$ cat config.mk
export PLATFORM = sky130hd
export DESIGN_NAME = sorted_deadline_timer_list_top
export DESIGN_NICKNAME = d
export VERILOG_FILES = /design/src/design/sdtl_pkg.sv /design/src/design/sdtl_ram.sv /design/src/design/sdtl_seq.sv /design/src/design/sorted_deadline_timer_list_top.sv
export SDC_FILE = /design/constraint.sdc
export NUM_CORES = 2
export LEC_CHECK = 0
export BUFFER_PORTS_ARGS = -buffer_cell sky130_fd_sc_hd__buf_4
export CAP_MARGIN = 40
export CORE_MARGIN = 2
export CORE_UTILIZATION = 30
export CTS_CLUSTER_DIAMETER = 30
export DETAILED_ROUTE_END_ITERATION = 8
export PLACE_DENSITY = 0.41
export SYNTH_ARGS = -nofsm -noshare
export SYNTH_HDL_FRONTEND = slang
export SYNTH_SLANG_ARGS = --single-unit
$ cat constraint.sdc
create_clock -name clk_i -period 9.2 [get_ports clk_i]
set_input_delay 1.84 -clock clk_i [delete_from_list [all_inputs] [get_ports clk_i]]
set_output_delay 1.84 -clock clk_i [all_outputs]
set_load 0.01 [all_outputs]
$ cat src/design/sdtl_pkg.sv
// sdtl_pkg: shared types and constants of the sorted deadline timer list
// no dependencies; used by sdtl_seq, the top level and the checker
package sdtl_pkg;

  localparam int unsigned SLOTS_DEF   = 16;
  localparam int unsigned MAX_RESULTS = 16;
  localparam logic [31:0] EXPIRY_WINDOW = 32'h1000_0000;

  localparam logic [1:0] CMD_START  = 2'd0;
  localparam logic [1:0] CMD_CANCEL = 2'd1;
  localparam logic [1:0] CMD_TICK   = 2'd2;

  localparam logic [1:0] KIND_STARTED   = 2'd0;
  localparam logic [1:0] KIND_CANCELLED = 2'd1;
  localparam logic [1:0] KIND_EXPIRED   = 2'd2;
  localparam logic [1:0] KIND_TICK_IDLE = 2'd3;

  typedef struct packed {
    logic [1:0]  cmd;
    logic [3:0]  slot;
    logic [31:0] delay_ticks;
    logic [31:0] user_arg;
  } req_t;

  typedef struct packed {
    logic [1:0]  kind;
    logic [3:0]  slot_out;
    logic [31:0] arg_out;
    logic        status;
    logic        last;
  } res_t;

  typedef struct packed {
    logic valid;
    res_t res;
  } emit_t;

  typedef enum logic [3:0] {
    ST_IDLE,
    ST_UL_HEAD,
    ST_UL_NXT,
    ST_UL_WALK,
    ST_INS_RD,
    ST_INS_WALK,
    ST_INS_LINK,
    ST_INS_PREV,
    ST_TK_RD,
    ST_TK_CHK,
    ST_DONE
  } state_e;

endpackage

$ cat src/design/sdtl_ram.sv
// sdtl_ram: generic synchronous ram, one write port, one registered read port
// no dependencies
module sdtl_ram #(
  parameter int unsigned WIDTH = 32,
  parameter int unsigned DEPTH = 16
) (
  input  logic                                 clk_i,
  input  logic                                 we_i,
  input  logic [(DEPTH > 1 ? $clog2(DEPTH) : 1)-1:0] waddr_i,
  input  logic [WIDTH-1:0]                     wdata_i,
  input  logic                                 re_i,
  input  logic [(DEPTH > 1 ? $clog2(DEPTH) : 1)-1:0] raddr_i,
  output logic [WIDTH-1:0]                     rdata_o
);

  logic [WIDTH-1:0] mem_q [DEPTH];
  logic [WIDTH-1:0] rdata_q;

  always_ff @(posedge clk_i) begin
    if (we_i) begin
      mem_q[waddr_i] <= wdata_i;
    end
    if (re_i) begin
      rdata_q <= mem_q[raddr_i];
    end
  end

  assign rdata_o = rdata_q;

endmodule

$ cat src/design/sdtl_seq.sv
// sdtl_seq: list sequencer, link and timer memories, armed flags, time base
// depends on sdtl_pkg and sdtl_ram
module sdtl_seq #(
  parameter int unsigned SLOTS = sdtl_pkg::SLOTS_DEF
) (
  input  logic                clk_i,
  input  logic                rst_ni,
  input  logic                in_valid_i,
  output logic                in_ready_o,
  input  sdtl_pkg::req_t      in_req_i,
  input  logic                emit_ready_i,
  output sdtl_pkg::emit_t     emit_o
);

  localparam int unsigned SW = (SLOTS > 1) ? $clog2(SLOTS) : 1;
  localparam int unsigned LW = $clog2(SLOTS + 1);
  localparam int unsigned KW = $clog2(sdtl_pkg::MAX_RESULTS + 1);
  localparam logic [LW-1:0] NIL = LW'(SLOTS);
  localparam logic [KW-1:0] CNT_MAX = KW'(sdtl_pkg::MAX_RESULTS);

  sdtl_pkg::state_e state_q, state_d;
  sdtl_pkg::req_t   req_q, req_d;
  logic [31:0]      time_q, time_d;
  logic [31:0]      dl_q, dl_d;
  logic [LW-1:0]    head_q, head_d;
  logic [LW-1:0]    cur_q, cur_d;
  logic [LW-1:0]    prev_q, prev_d;
  logic [LW-1:0]    nxt_q, nxt_d;
  logic [SLOTS-1:0] armed_q, armed_d;
  logic             was_q, was_d;
  logic [KW-1:0]    cnt_q, cnt_d;
  logic             pend_v_q, pend_v_d;
  logic [3:0]       pend_slot_q, pend_slot_d;
  logic [31:0]      pend_arg_q, pend_arg_d;

  logic          l_we, l_re, d_we, d_re;
  logic [SW-1:0] l_waddr, l_raddr, d_waddr, d_raddr;
  logic [LW-1:0] l_wdata, l_rdata;
  logic [63:0]   d_wdata, d_rdata;

  logic          s_in_ok, armed_in, expired, ins_stop, tk_end;
  logic [SW-1:0] s_in_idx, s_idx;
  logic [LW-1:0] s_link;
  sdtl_pkg::res_t final_res;

  sdtl_ram #(.WIDTH(LW), .DEPTH(SLOTS)) u_link_ram (
    .clk_i  (clk_i),
    .we_i   (l_we),
    .waddr_i(l_waddr),
    .wdata_i(l_wdata),
    .re_i   (l_re),
    .raddr_i(l_raddr),
    .rdata_o(l_rdata)
  );

  sdtl_ram #(.WIDTH(64), .DEPTH(SLOTS)) u_data_ram (
    .clk_i  (clk_i),
    .we_i   (d_we),
    .waddr_i(d_waddr),
    .wdata_i(d_wdata),
    .re_i   (d_re),
    .raddr_i(d_raddr),
    .rdata_o(d_rdata)
  );

  assign in_ready_o = (state_q == sdtl_pkg::ST_IDLE);
  assign s_in_ok    = 32'(in_req_i.slot) < SLOTS;
  assign s_in_idx   = SW'(in_req_i.slot);
  assign armed_in   = s_in_ok && armed_q[s_in_idx];
  assign s_idx      = SW'(req_q.slot);
  assign s_link     = LW'(req_q.slot);
  assign expired    = (time_q - d_rdata[63:32]) < sdtl_pkg::EXPIRY_WINDOW;
  assign ins_stop   = (cur_q == NIL) || (dl_q < d_rdata[63:32]);
  assign tk_end     = (cnt_q == CNT_MAX) || (head_q == NIL);

  always_comb begin
    if (pend_v_q) begin
      final_res = '{kind: sdtl_pkg::KIND_EXPIRED, slot_out: pend_slot_q,
                    arg_out: pend_arg_q, status: 1'b0, last: 1'b1};
    end else begin
      final_res = '{kind: sdtl_pkg::KIND_TICK_IDLE, slot_out: 4'd0,
                    arg_out: 32'd0, status: 1'b0, last: 1'b1};
    end
  end

  // next state
  always_comb begin
    state_d = state_q;
    case (state_q)
      sdtl_pkg::ST_IDLE: begin
        if (in_valid_i) begin
          case (in_req_i.cmd)
            sdtl_pkg::CMD_START: begin
              if (!s_in_ok) state_d = sdtl_pkg::ST_DONE;
              else if (armed_in) state_d = sdtl_pkg::ST_UL_HEAD;
              else state_d = sdtl_pkg::ST_INS_RD;
            end
            sdtl_pkg::CMD_CANCEL: begin
              state_d = armed_in ? sdtl_pkg::ST_UL_HEAD : sdtl_pkg::ST_DONE;
            end
            sdtl_pkg::CMD_TICK: state_d = sdtl_pkg::ST_TK_RD;
            default:            state_d = sdtl_pkg::ST_IDLE;
          endcase
        end
      end
      sdtl_pkg::ST_UL_HEAD: state_d = sdtl_pkg::ST_UL_NXT;
      sdtl_pkg::ST_UL_NXT: begin
        if (head_q == s_link) begin
          state_d = (req_q.cmd == sdtl_pkg::CMD_START) ? sdtl_pkg::ST_INS_RD
                                                       : sdtl_pkg::ST_DONE;
        end else begin
          state_d = sdtl_pkg::ST_UL_WALK;
        end
      end
      sdtl_pkg::ST_UL_WALK: begin
        if (l_rdata == s_link) begin
          state_d = (req_q.cmd == sdtl_pkg::CMD_START) ? sdtl_pkg::ST_INS_RD
                                                       : sdtl_pkg::ST_DONE;
        end
      end
      sdtl_pkg::ST_INS_RD: state_d = sdtl_pkg::ST_INS_WALK;
      sdtl_pkg::ST_INS_WALK: begin
        if (ins_stop) state_d = sdtl_pkg::ST_INS_LINK;
      end
      sdtl_pkg::ST_INS_LINK: begin
        state_d = (prev_q == NIL) ? sdtl_pkg::ST_DONE : sdtl_pkg::ST_INS_PREV;
      end
      sdtl_pkg::ST_INS_PREV: state_d = sdtl_pkg::ST_DONE;
      sdtl_pkg::ST_TK_RD: begin
        if (!tk_end) state_d = sdtl_pkg::ST_TK_CHK;
        else if (emit_ready_i) state_d = sdtl_pkg::ST_IDLE;
      end
      sdtl_pkg::ST_TK_CHK: begin
        if (!expired) begin
          if (emit_ready_i) state_d = sdtl_pkg::ST_IDLE;
        end else if (!pend_v_q || emit_ready_i) begin
          state_d = sdtl_pkg::ST_TK_RD;
        end
      end
      sdtl_pkg::ST_DONE: begin
        if (emit_ready_i) state_d = sdtl_pkg::ST_IDLE;
      end
      default: state_d = sdtl_pkg::ST_IDLE;
    endcase
  end

  // datapath and memory control
  always_comb begin
    req_d       = req_q;
    time_d      = time_q;
    dl_d        = dl_q;
    head_d      = head_q;
    cur_d       = cur_q;
    prev_d      = prev_q;
    nxt_d       = nxt_q;
    armed_d     = armed_q;
    was_d       = was_q;
    cnt_d       = cnt_q;
    pend_v_d    = pend_v_q;
    pend_slot_d = pend_slot_q;
    pend_arg_d  = pend_arg_q;
    l_we        = 1'b0;
    l_waddr     = '0;
    l_wdata     = '0;
    l_re        = 1'b0;
    l_raddr     = '0;
    d_we        = 1'b0;
    d_waddr     = '0;
    d_wdata     = '0;
    d_re        = 1'b0;
    d_raddr     = '0;
    emit_o      = '0;
    case (state_q)
      sdtl_pkg::ST_IDLE: begin
        if (in_valid_i) begin
          req_d    = in_req_i;
          dl_d     = time_q + in_req_i.delay_ticks;
          was_d    = armed_in;
          cnt_d    = '0;
          pend_v_d = 1'b0;
          if (in_req_i.cmd == sdtl_pkg::CMD_TICK) time_d = time_q + 32'd1;
        end
      end
      sdtl_pkg::ST_UL_HEAD: begin
        l_re    = 1'b1;
        l_raddr = s_idx;
      end
      sdtl_pkg::ST_UL_NXT: begin
        nxt_d = l_rdata;
        if (head_q == s_link) begin
          head_d         = l_rdata;
          armed_d[s_idx] = 1'b0;
        end else begin
          cur_d   = head_q;
          l_re    = 1'b1;
          l_raddr = SW'(head_q);
        end
      end
      sdtl_pkg::ST_UL_WALK: begin
        if (l_rdata == s_link) begin
          l_we           = 1'b1;
          l_waddr        = SW'(cur_q);
          l_wdata        = nxt_q;
          armed_d[s_idx] = 1'b0;
        end else begin
          cur_d   = l_rdata;
          l_re    = 1'b1;
          l_raddr = SW'(l_rdata);
        end
      end
      sdtl_pkg::ST_INS_RD: begin
        d_we    = 1'b1;
        d_waddr = s_idx;
        d_wdata = {dl_q, req_q.user_arg};
        cur_d   = head_q;
        prev_d  = NIL;
        if (head_q != NIL) begin
          l_re    = 1'b1;
          l_raddr = SW'(head_q);
          d_re    = 1'b1;
          d_raddr = SW'(head_q);
        end
      end
      sdtl_pkg::ST_INS_WALK: begin
        if (!ins_stop) begin
          prev_d = cur_q;
          cur_d  = l_rdata;
          if (l_rdata != NIL) begin
            l_re    = 1'b1;
            l_raddr = SW'(l_rdata);
            d_re    = 1'b1;
            d_raddr = SW'(l_rdata);
          end
        end
      end
      sdtl_pkg::ST_INS_LINK: begin
        l_we           = 1'b1;
        l_waddr        = s_idx;
        l_wdata        = cur_q;
        armed_d[s_idx] = 1'b1;
        if (prev_q == NIL) head_d = s_link;
      end
      sdtl_pkg::ST_INS_PREV: begin
        l_we    = 1'b1;
        l_waddr = SW'(prev_q);
        l_wdata = s_link;
      end
      sdtl_pkg::ST_TK_RD: begin
        if (tk_end) begin
          if (emit_ready_i) emit_o = '{valid: 1'b1, res: final_res};
        end else begin
          l_re    = 1'b1;
          l_raddr = SW'(head_q);
          d_re    = 1'b1;
          d_raddr = SW'(head_q);
        end
      end
      sdtl_pkg::ST_TK_CHK: begin
        if (!expired) begin
          if (emit_ready_i) emit_o = '{valid: 1'b1, res: final_res};
        end else if (!pend_v_q || emit_ready_i) begin
          if (pend_v_q) begin
            emit_o = '{valid: 1'b1,
                       res: '{kind: sdtl_pkg::KIND_EXPIRED, slot_out: pend_slot_q,
                              arg_out: pend_arg_q, status: 1'b0, last: 1'b0}};
          end
          pend_v_d              = 1'b1;
          pend_slot_d           = 4'(head_q);
          pend_arg_d            = d_rdata[31:0];
          head_d                = l_rdata;
          armed_d[SW'(head_q)]  = 1'b0;
          cnt_d                 = cnt_q + KW'(1);
        end
      end
      sdtl_pkg::ST_DONE: begin
        if (emit_ready_i) begin
          emit_o.valid            = 1'b1;
          emit_o.res.kind         = (req_q.cmd == sdtl_pkg::CMD_START)
                                    ? sdtl_pkg::KIND_STARTED : sdtl_pkg::KIND_CANCELLED;
          emit_o.res.slot_out     = req_q.slot;
          emit_o.res.arg_out      = 32'd0;
          emit_o.res.status       = (req_q.cmd == sdtl_pkg::CMD_CANCEL) && !was_q;
          emit_o.res.last         = 1'b1;
        end
      end
      default: ;
    endcase
  end

  always_ff @(posedge clk_i or negedge rst_ni) begin
    if (!rst_ni) begin
      state_q  <= sdtl_pkg::ST_IDLE;
      time_q   <= '0;
      head_q   <= NIL;
      armed_q  <= '0;
      cnt_q    <= '0;
      pend_v_q <= 1'b0;
    end else begin
      state_q  <= state_d;
      time_q   <= time_d;
      head_q   <= head_d;
      armed_q  <= armed_d;
      cnt_q    <= cnt_d;
      pend_v_q <= pend_v_d;
    end
  end

  always_ff @(posedge clk_i) begin
    req_q       <= req_d;
    dl_q        <= dl_d;
    cur_q       <= cur_d;
    prev_q      <= prev_d;
    nxt_q       <= nxt_d;
    was_q       <= was_d;
    pend_slot_q <= pend_slot_d;
    pend_arg_q  <= pend_arg_d;
  end

endmodule

$ cat src/design/sorted_deadline_timer_list_top.sv
// sorted_deadline_timer_list_top: timer list with request and result channels
// depends on sdtl_pkg and sdtl_seq
//
//  channel | direction | handshake                  | payload
//  request | in        | in_valid_i / in_ready_o    | in_req_i  (sdtl_pkg::req_t)
//  result  | out       | out_valid_o / out_ready_i  | out_res_o (sdtl_pkg::res_t)
//
// one request at a time; in_ready_o is high only while the sequencer is idle
// start: unlinks the slot first on restart, then walks the list to insert it by deadline
// cancel: unlinks the slot if it is armed; tick: pops expired timers from the head, up to MAX_RESULTS
// the list walk reads one link memory entry per cycle
// reset clears time, head and armed flags; the memories need no clearing pass
// a held result stalls the sequencer only when it has a new result to hand over
module sorted_deadline_timer_list_top #(
  parameter int unsigned SLOTS = sdtl_pkg::SLOTS_DEF
) (
  input  logic           clk_i,
  input  logic           rst_ni,
  input  logic           in_valid_i,
  output logic           in_ready_o,
  input  sdtl_pkg::req_t in_req_i,
  output logic           out_valid_o,
  input  logic           out_ready_i,
  output sdtl_pkg::res_t out_res_o
);

  sdtl_pkg::emit_t emit;
  logic            emit_ready;
  logic            out_valid_q;
  sdtl_pkg::res_t  out_res_q;

  assign emit_ready = !out_valid_q || out_ready_i;

  sdtl_seq #(.SLOTS(SLOTS)) u_seq (
    .clk_i       (clk_i),
    .rst_ni      (rst_ni),
    .in_valid_i  (in_valid_i),
    .in_ready_o  (in_ready_o),
    .in_req_i    (in_req_i),
    .emit_ready_i(emit_ready),
    .emit_o      (emit)
  );

  always_ff @(posedge clk_i or negedge rst_ni) begin
    if (!rst_ni) begin
      out_valid_q <= 1'b0;
    end else if (emit.valid) begin
      out_valid_q <= 1'b1;
    end else if (out_ready_i) begin
      out_valid_q <= 1'b0;
    end
  end

  always_ff @(posedge clk_i) begin
    if (emit.valid) begin
      out_res_q <= emit.res;
    end
  end

  assign out_valid_o = out_valid_q;
  assign out_res_o   = out_res_q;

endmodule

* Word-level counts from Yosys, hierarchy flattened
Memory sizes are Yosys's and may differ from the RTL's. A register that Yosys moved wholly into a read port is not among the register bits.
Index checks and enable logic that the tools add are counted.
** Storage, ports and cells
- Memories :: 2
- Output and inout port bits :: 42
- Input bits :: 74
- Register bits :: 226
- Logic and storage cells :: 185
- Memory bits (writable) :: 1104
- ROM bits :: 0
- Bits in latches :: 0
** Memory list
- u_seq.u_data_ram.mem_q :: words 16, width 64, rd ports 1, clocked after Yosys merged registers in 1, write ports 1, RTL line sdtl_ram.sv:16 : logic [WIDTH-1:0] mem_q [DEPTH];
- u_seq.u_link_ram.mem_q :: words 16, width 5, rd ports 1, clocked after Yosys merged registers in 1, write ports 1, RTL line sdtl_ram.sv:16
** Operators by class
- Divide/modulo/power cells :: 0
- Multipliers :: 0
- Equal/unequal tests :: 32
- Bitwise logic cells :: 5
- Reductions and logical operators :: 29
- Add/subtract/negate cells :: 4
- Magnitude comparators :: 7
- Muxes and demuxes :: 84
- Shifts and indexed selects :: 0
** Operators with widths (count)
- $mux 41 :: 6
- $pmux 41 s3 :: 1
- $mux 4 :: 19
- $mux 16 :: 4
- $mux 64 :: 1
- $pmux 16 s4 :: 1
- $mux 5 :: 12
- $pmux 4 s11 :: 1
- $mux 39 :: 1
- $pmux 4 s3 :: 3
- $add 32x1->32 const B :: 1
- $add 32x32->32 :: 1
- $and 16x16->16 :: 2
- $lt 32x29->1 const B :: 1
- $lt 32x32->1 :: 1
- $not 16->16 :: 2
- $sub 32x32->32 :: 1
- $pmux 5 s3 :: 2
- $pmux 4 s6 :: 1
- $mux 1 :: 21
- $eq 5x5->1 const B :: 4
- $pmux 5 s2 :: 2
- $pmux 5 s4 :: 1
- $eq 4x3->1 const B :: 4
- 33 further kinds :: 68

* Logic depth before layout (Yosys ltp)
- Depth in word-level cells :: 9
- Mapped depth :: 14
- Gate-level depth less buffers :: 12

* Hierarchy
From an unflattened synthesis, not the netlist that was laid out.
** Unflattened totals
- Cells, all modules :: 2988
- Area, all modules :: 56513.0 sq um
** By module, submodules not included
- sdtl_ram at u_seq.u_data_ram :: seq. area each 32671.3 sq um, cells an instance 1647, area each 40222.3 sq um, times used 1
- sdtl_seq :: seq. area each 5241.3 sq um, cells an instance 1143, area each 11778.8 sq um, times used 1
- sdtl_ram at u_seq.u_link_ram :: seq. area each 2552.4 sq um, cells an instance 155, area each 3263.1 sq um, times used 1
- sorted_deadline_timer_list_top :: seq. area each 1226.2 sq um, cells an instance 43, area each 1248.7 sq um, times used 1

* Least setup slack after synthesis
No wires, ideal clock.
- Path kind :: reg-to-reg
- Start point :: register u_seq.state_q[3]
- End point :: memory u_seq.u_data_ram.mem_q[12][0] (enable)
- Library setup time :: 644 ps
- Cell stages (with the launch flop) :: 6
- Setup slack :: 1302 ps
- Required time :: 8556 ps
- Arrival time :: 7254 ps
- Path through :: dfrtp_1 clkbuf_1 nand2b_1 or3_1 buf_2 nor4_1
** Between the ends
- Cells in the longest elaborated chain, start to end :: 4
** RTL lines
- start, declared :: RTL line sdtl_seq.sv:21 : sdtl_pkg::state_e state_q, state_d;
- start signal, assigned :: RTL line sdtl_seq.sv:292 : state_q <= sdtl_pkg::ST_IDLE;
- start signal, assigned :: RTL line sdtl_seq.sv:299 : state_q <= state_d;
- $eq 4x3->1 (*) :: RTL line sdtl_seq.sv:173 : case (state_q)
- $mux 1 :: RTL line sdtl_seq.sv:173
- $mux 1 :: RTL line sdtl_ram.sv:20 : if (we_i) begin
- $mux 1 (not written as such) :: RTL line sdtl_ram.sv:21 : mem_q[waddr_i] <= wdata_i;
- end, declared :: RTL line sdtl_ram.sv:16
Mark *: on every way between the ends. The rest lies on a longest branch, timed or not.

* Worst setup path after layout
- Start point :: register u_seq.u_data_ram.rdata_q[44] (netlist: u_seq.u_data_ram.rdata_o[44]), read port of u_seq.u_data_ram.mem_q
- End point :: register u_seq.u_data_ram.rdata_q[63] (netlist: u_seq.u_data_ram.rdata_o[63]), read port of u_seq.u_data_ram.mem_q (data pin)
** Between the ends
- Cells in the longest elaborated chain, start to end :: 4
** RTL lines
- start, declared :: RTL line sdtl_ram.sv:17 : logic [WIDTH-1:0] rdata_q;
- $lt 32x32->1 (*) :: RTL line sdtl_seq.sv:73 : assign ins_stop = (cur_q == NIL) || (dl_q < d_rdata[63:32]);
- $logic_or 1x1->1 (*) :: RTL line sdtl_seq.sv:73
- $mux 4 / $mux 1 (equally long branches) :: RTL line sdtl_seq.sv:225 : if (!ins_stop) begin
- $pmux 4 s3 / $pmux 1 s3 (equally long branches) :: RTL line sdtl_seq.sv:173
Marks and branches as above.
A chain may end at the register's enable or synchronous reset.

==> reports/qor.csv <==
metric,value,unit
Die Ht,436,um
layout net count,3985,
crit path launch type,flip-flop,
Die Area,190000,um2
"FFs w/ async S/R, synth",4.57,%
Chip Width,436,um
area share of the largest cell type after synthesis,71.8,%
CORE AREA,185000,um2
reg-to-reg endpoint,u_seq.u_data_ram.rdata_o[63],
CTS Buf Count,367,
routed via count,33800,
Reg2Reg Depth,13,
Crit path depth,13,
"Arr. time, crit path",6.45,ns
Reg2Reg Launch Point,u_seq.u_data_ram.rdata_o[44],
Final Hold Fails,0,
final worst path period need,5.69,ns
FP Rows,158,
synthesized netlist cell count,3447,
Crit path largest cell delay,0.76,ns
Clock Path Buffers,4,
Reg area,41700,um2
syn avg cell area,16.2,um2
most frequent CP cell,buf_4,
WP buf/inv,3,
yosys warns,0,
# fillers,17100,
peak supply drop,0.204,mV
area of the multi-input gates,13400,um2
largest cells by area after synthesis,"edfxtp_1 72%, a222oi_1 4.4%, a22o_1 3.4%",
HPWL Detailed,93300,um
number of post-CTS setup repair buffers,0,
placed cells,5926,
post-DR wirelength/cell,26.0,um
DR vias/cell,5.15,
top_reg_cell synth,edfxtp_1,
P&R area growth vs syn,28.9,%
period utilization,61.8,%
clk sinks,1399,
pwr dens,314,nW/um2
Root Buffer Master,clkbuf_16,
Crit-path slowest cell,a211oi_2,
Iter 0 DRT Violations,3487,
CTS tree,done,
Final Power,22600,uW
initial antenna violation count,7,
vias in the first global route,34900,
Syn Std Cell Area,55900,um2
"delay-heaviest family, CP",simple AND/OR/NAND/NOR gates,
residual DRC count,0,
CP Capture Point,u_seq.u_data_ram.rdata_o[63],
critical path data required time,9.96,ns
Final Skew,0.0774,ns
final setup vio count,0,
Slew Limit Fails,0,
most frequent cells in the layout,"1335 x edfxtp_1, 372 x clkbuf_16, 243 x a222oi_1",
number of max-cap violations,0,
maximum clock frequency,176,MHz
outcome,completed,
Synth Register Bits,1399,
First-pass DRT Iterations,7,
first-pass GRT wire length,247000,um
worst setup slack after layout,3.51,ns
layout cells sized above 1,19.6,%
H-Tree Depth,5,
Overflow after GRT,0,
Critical Path Sink Type,flip-flop,
Post-synth EDFFs,1335,
synth unique cells,81,
"commonest non-fill, non-tap cell in the layout",edfxtp_1,
RSZ-0062 raised after global routing,false,
Worst-Margin Slew,1.01,ns
critical path peak fanout,36,
"Clk Latency, worst-skew pair",0.91,ns
sequential area share after synthesis,74.6,%
worst min path class,flip-flop to flip-flop,
r2r setup slk,3.51,ns
clk slew on worst S/H paths,0.04,ns
worst rel slew slack,30.7,%
Buffers on Ports,115,
setup TNS,0,ns
dpl ws,3.52,ns
Ports,116,
total length of routed wires,171000,um
hold path depth,0,
worst-path cell chain,inv_1 -> ha_1 -> nand4_1 -> or4_1 -> o32a_1 -> a211oi_2 -> nor2_1 -> o22ai_4 -> buf_4 -> and2_4 -> buf_4 -> a222oi_1 -> or3b_2,
total routing usage reported by global routing,17.7,%
Starting Density,30.2,%
largest net degree at the start of global routing,130,
Syn Nets,3617,
CP startpoint,u_seq.u_data_ram.rdata_o[44],
post-CTS sizing,0,
Lkg Pwr,0.0251,uW
Setup CP Type,flip-flop to flip-flop,
hold-fix buffers at CTS,0,
Yosys top cell by area,edfxtp_1,
GP Congestion,0.765,
non-filler instance count after layout,6572,
Routed Antenna Nets,0,
## synthesized netlist by cell type, drive strengths merged (11+ instances only)
master,count
and3,31
nor2,98
clkbuf,141
nor3,30
mux2,20
a21oi,148
a211oi,20
inv,63
nand2,232
nand2b,26
a2111oi,12
nand3,40
dfrtp,63
and2,109
nand4,24
xor2,18
xnor2,55
o21a,11
o21ai,60
o31ai,11
a22o,216
mux2i,15
or3b,49
a31oi,21
o211ai,16
nor2b,26
buf,58
edfxtp,1335
ha,95
a222oi,243
a2111o,15
## routing by layer
| layer | share of wire (%) | vias up | track usage [%] |
|---|---|---|---|
| met2 | 49 | 1149 | 29.6 |
| met4 | 2.2 | 0 | 5.38 |
| li1 | - | 15000 | - |
| met1 | 43 | 17400 | 23.1 |
| met3 | 5.9 | 288 | 3.36 |
| met5 | 0 | - | 0 |
## state kept, by name, indices dropped and copies added (netlist names)
| signal | flops |
|---|---|
| u_seq.u_data_ram.mem_q | 1024 |
| u_seq.u_link_ram.mem_q | 80 |
| u_seq.u_data_ram.rdata_o | 64 |
| out_res_o | 40 |
| u_seq.req_q | 34 |
| u_seq.dl_q | 32 |
| u_seq.pend_arg_q | 32 |
| u_seq.time_q | 32 |
| u_seq.armed_q | 16 |
| u_seq.cnt_q | 5 |
| u_seq.cur_q | 5 |
| u_seq.head_q | 5 |
| u_seq.nxt_q | 5 |
| u_seq.prev_q | 5 |
| u_seq.u_link_ram.rdata_o | 5 |
| u_seq.pend_slot_q | 4 |
| u_seq.s_idx | 4 |
| u_seq.state_q | 4 |
| out_valid_o | 1 |
| u_seq.pend_v_q | 1 |
| u_seq.was_q | 1 |
## cell families after synthesis
group,count (synthesis),synth area share [%]
flops,1399,74.6
compound gates,875,12.7
simple gates,702,6.54
buf+inv,262,1.93
fa+ha+maj,96,2.16
xor+xnor,73,1.14
mux,40,0.874
## stage by stage
stage / util [%] / hold slack [ns] / instance area, um2
finish: 38.9 / 0.398 / 72000
detailed placement: 32.5 / 0.405 / 60200
global route: 38.9 / 0.392 / 72000
global placement: 32.3 / 0.403 / 59800
CTS: 38.9 / 0.390 / 72000
floorplan: - / 0.400 / 55900
## power breakdown
| part | internal [uW] | total (uW) | switching (uW) |
|---|---|---|---|
| combinational | 942 | 2700 | 1750 |
| sequential | 7450 | 7720 | 269 |
| clock | 8560 | 12200 | 3630 |
## final cells by class
type,instances,share of cell area [%]
tap,2480,4.31
inverter,63,0.332
sequential,1399,57.9
clock buffer,432,13.3
multi-input combinational,1786,18.6
timing repair buffer,198,2.43
antenna,1,0.00347
clock inverter,213,3.19
## worst min-delay path by stage
stage / start / end / slack [ns]
finish: u_seq.u_data_ram.rdata_o[31] / u_seq.pend_arg_q[31] / 0.40
global route: u_seq.u_data_ram.rdata_o[31] / u_seq.pend_arg_q[31] / 0.39
CTS: u_seq.u_data_ram.rdata_o[31] / u_seq.pend_arg_q[31] / 0.39
detailed placement: u_seq.u_data_ram.rdata_o[1] / u_seq.pend_arg_q[1] / 0.41
global placement: u_seq.u_data_ram.rdata_o[28] / u_seq.pend_arg_q[28] / 0.40
floorplan: u_seq.u_data_ram.rdata_o[0] / u_seq.pend_arg_q[0] / 0.40
(Power assumes the default switching activity.)
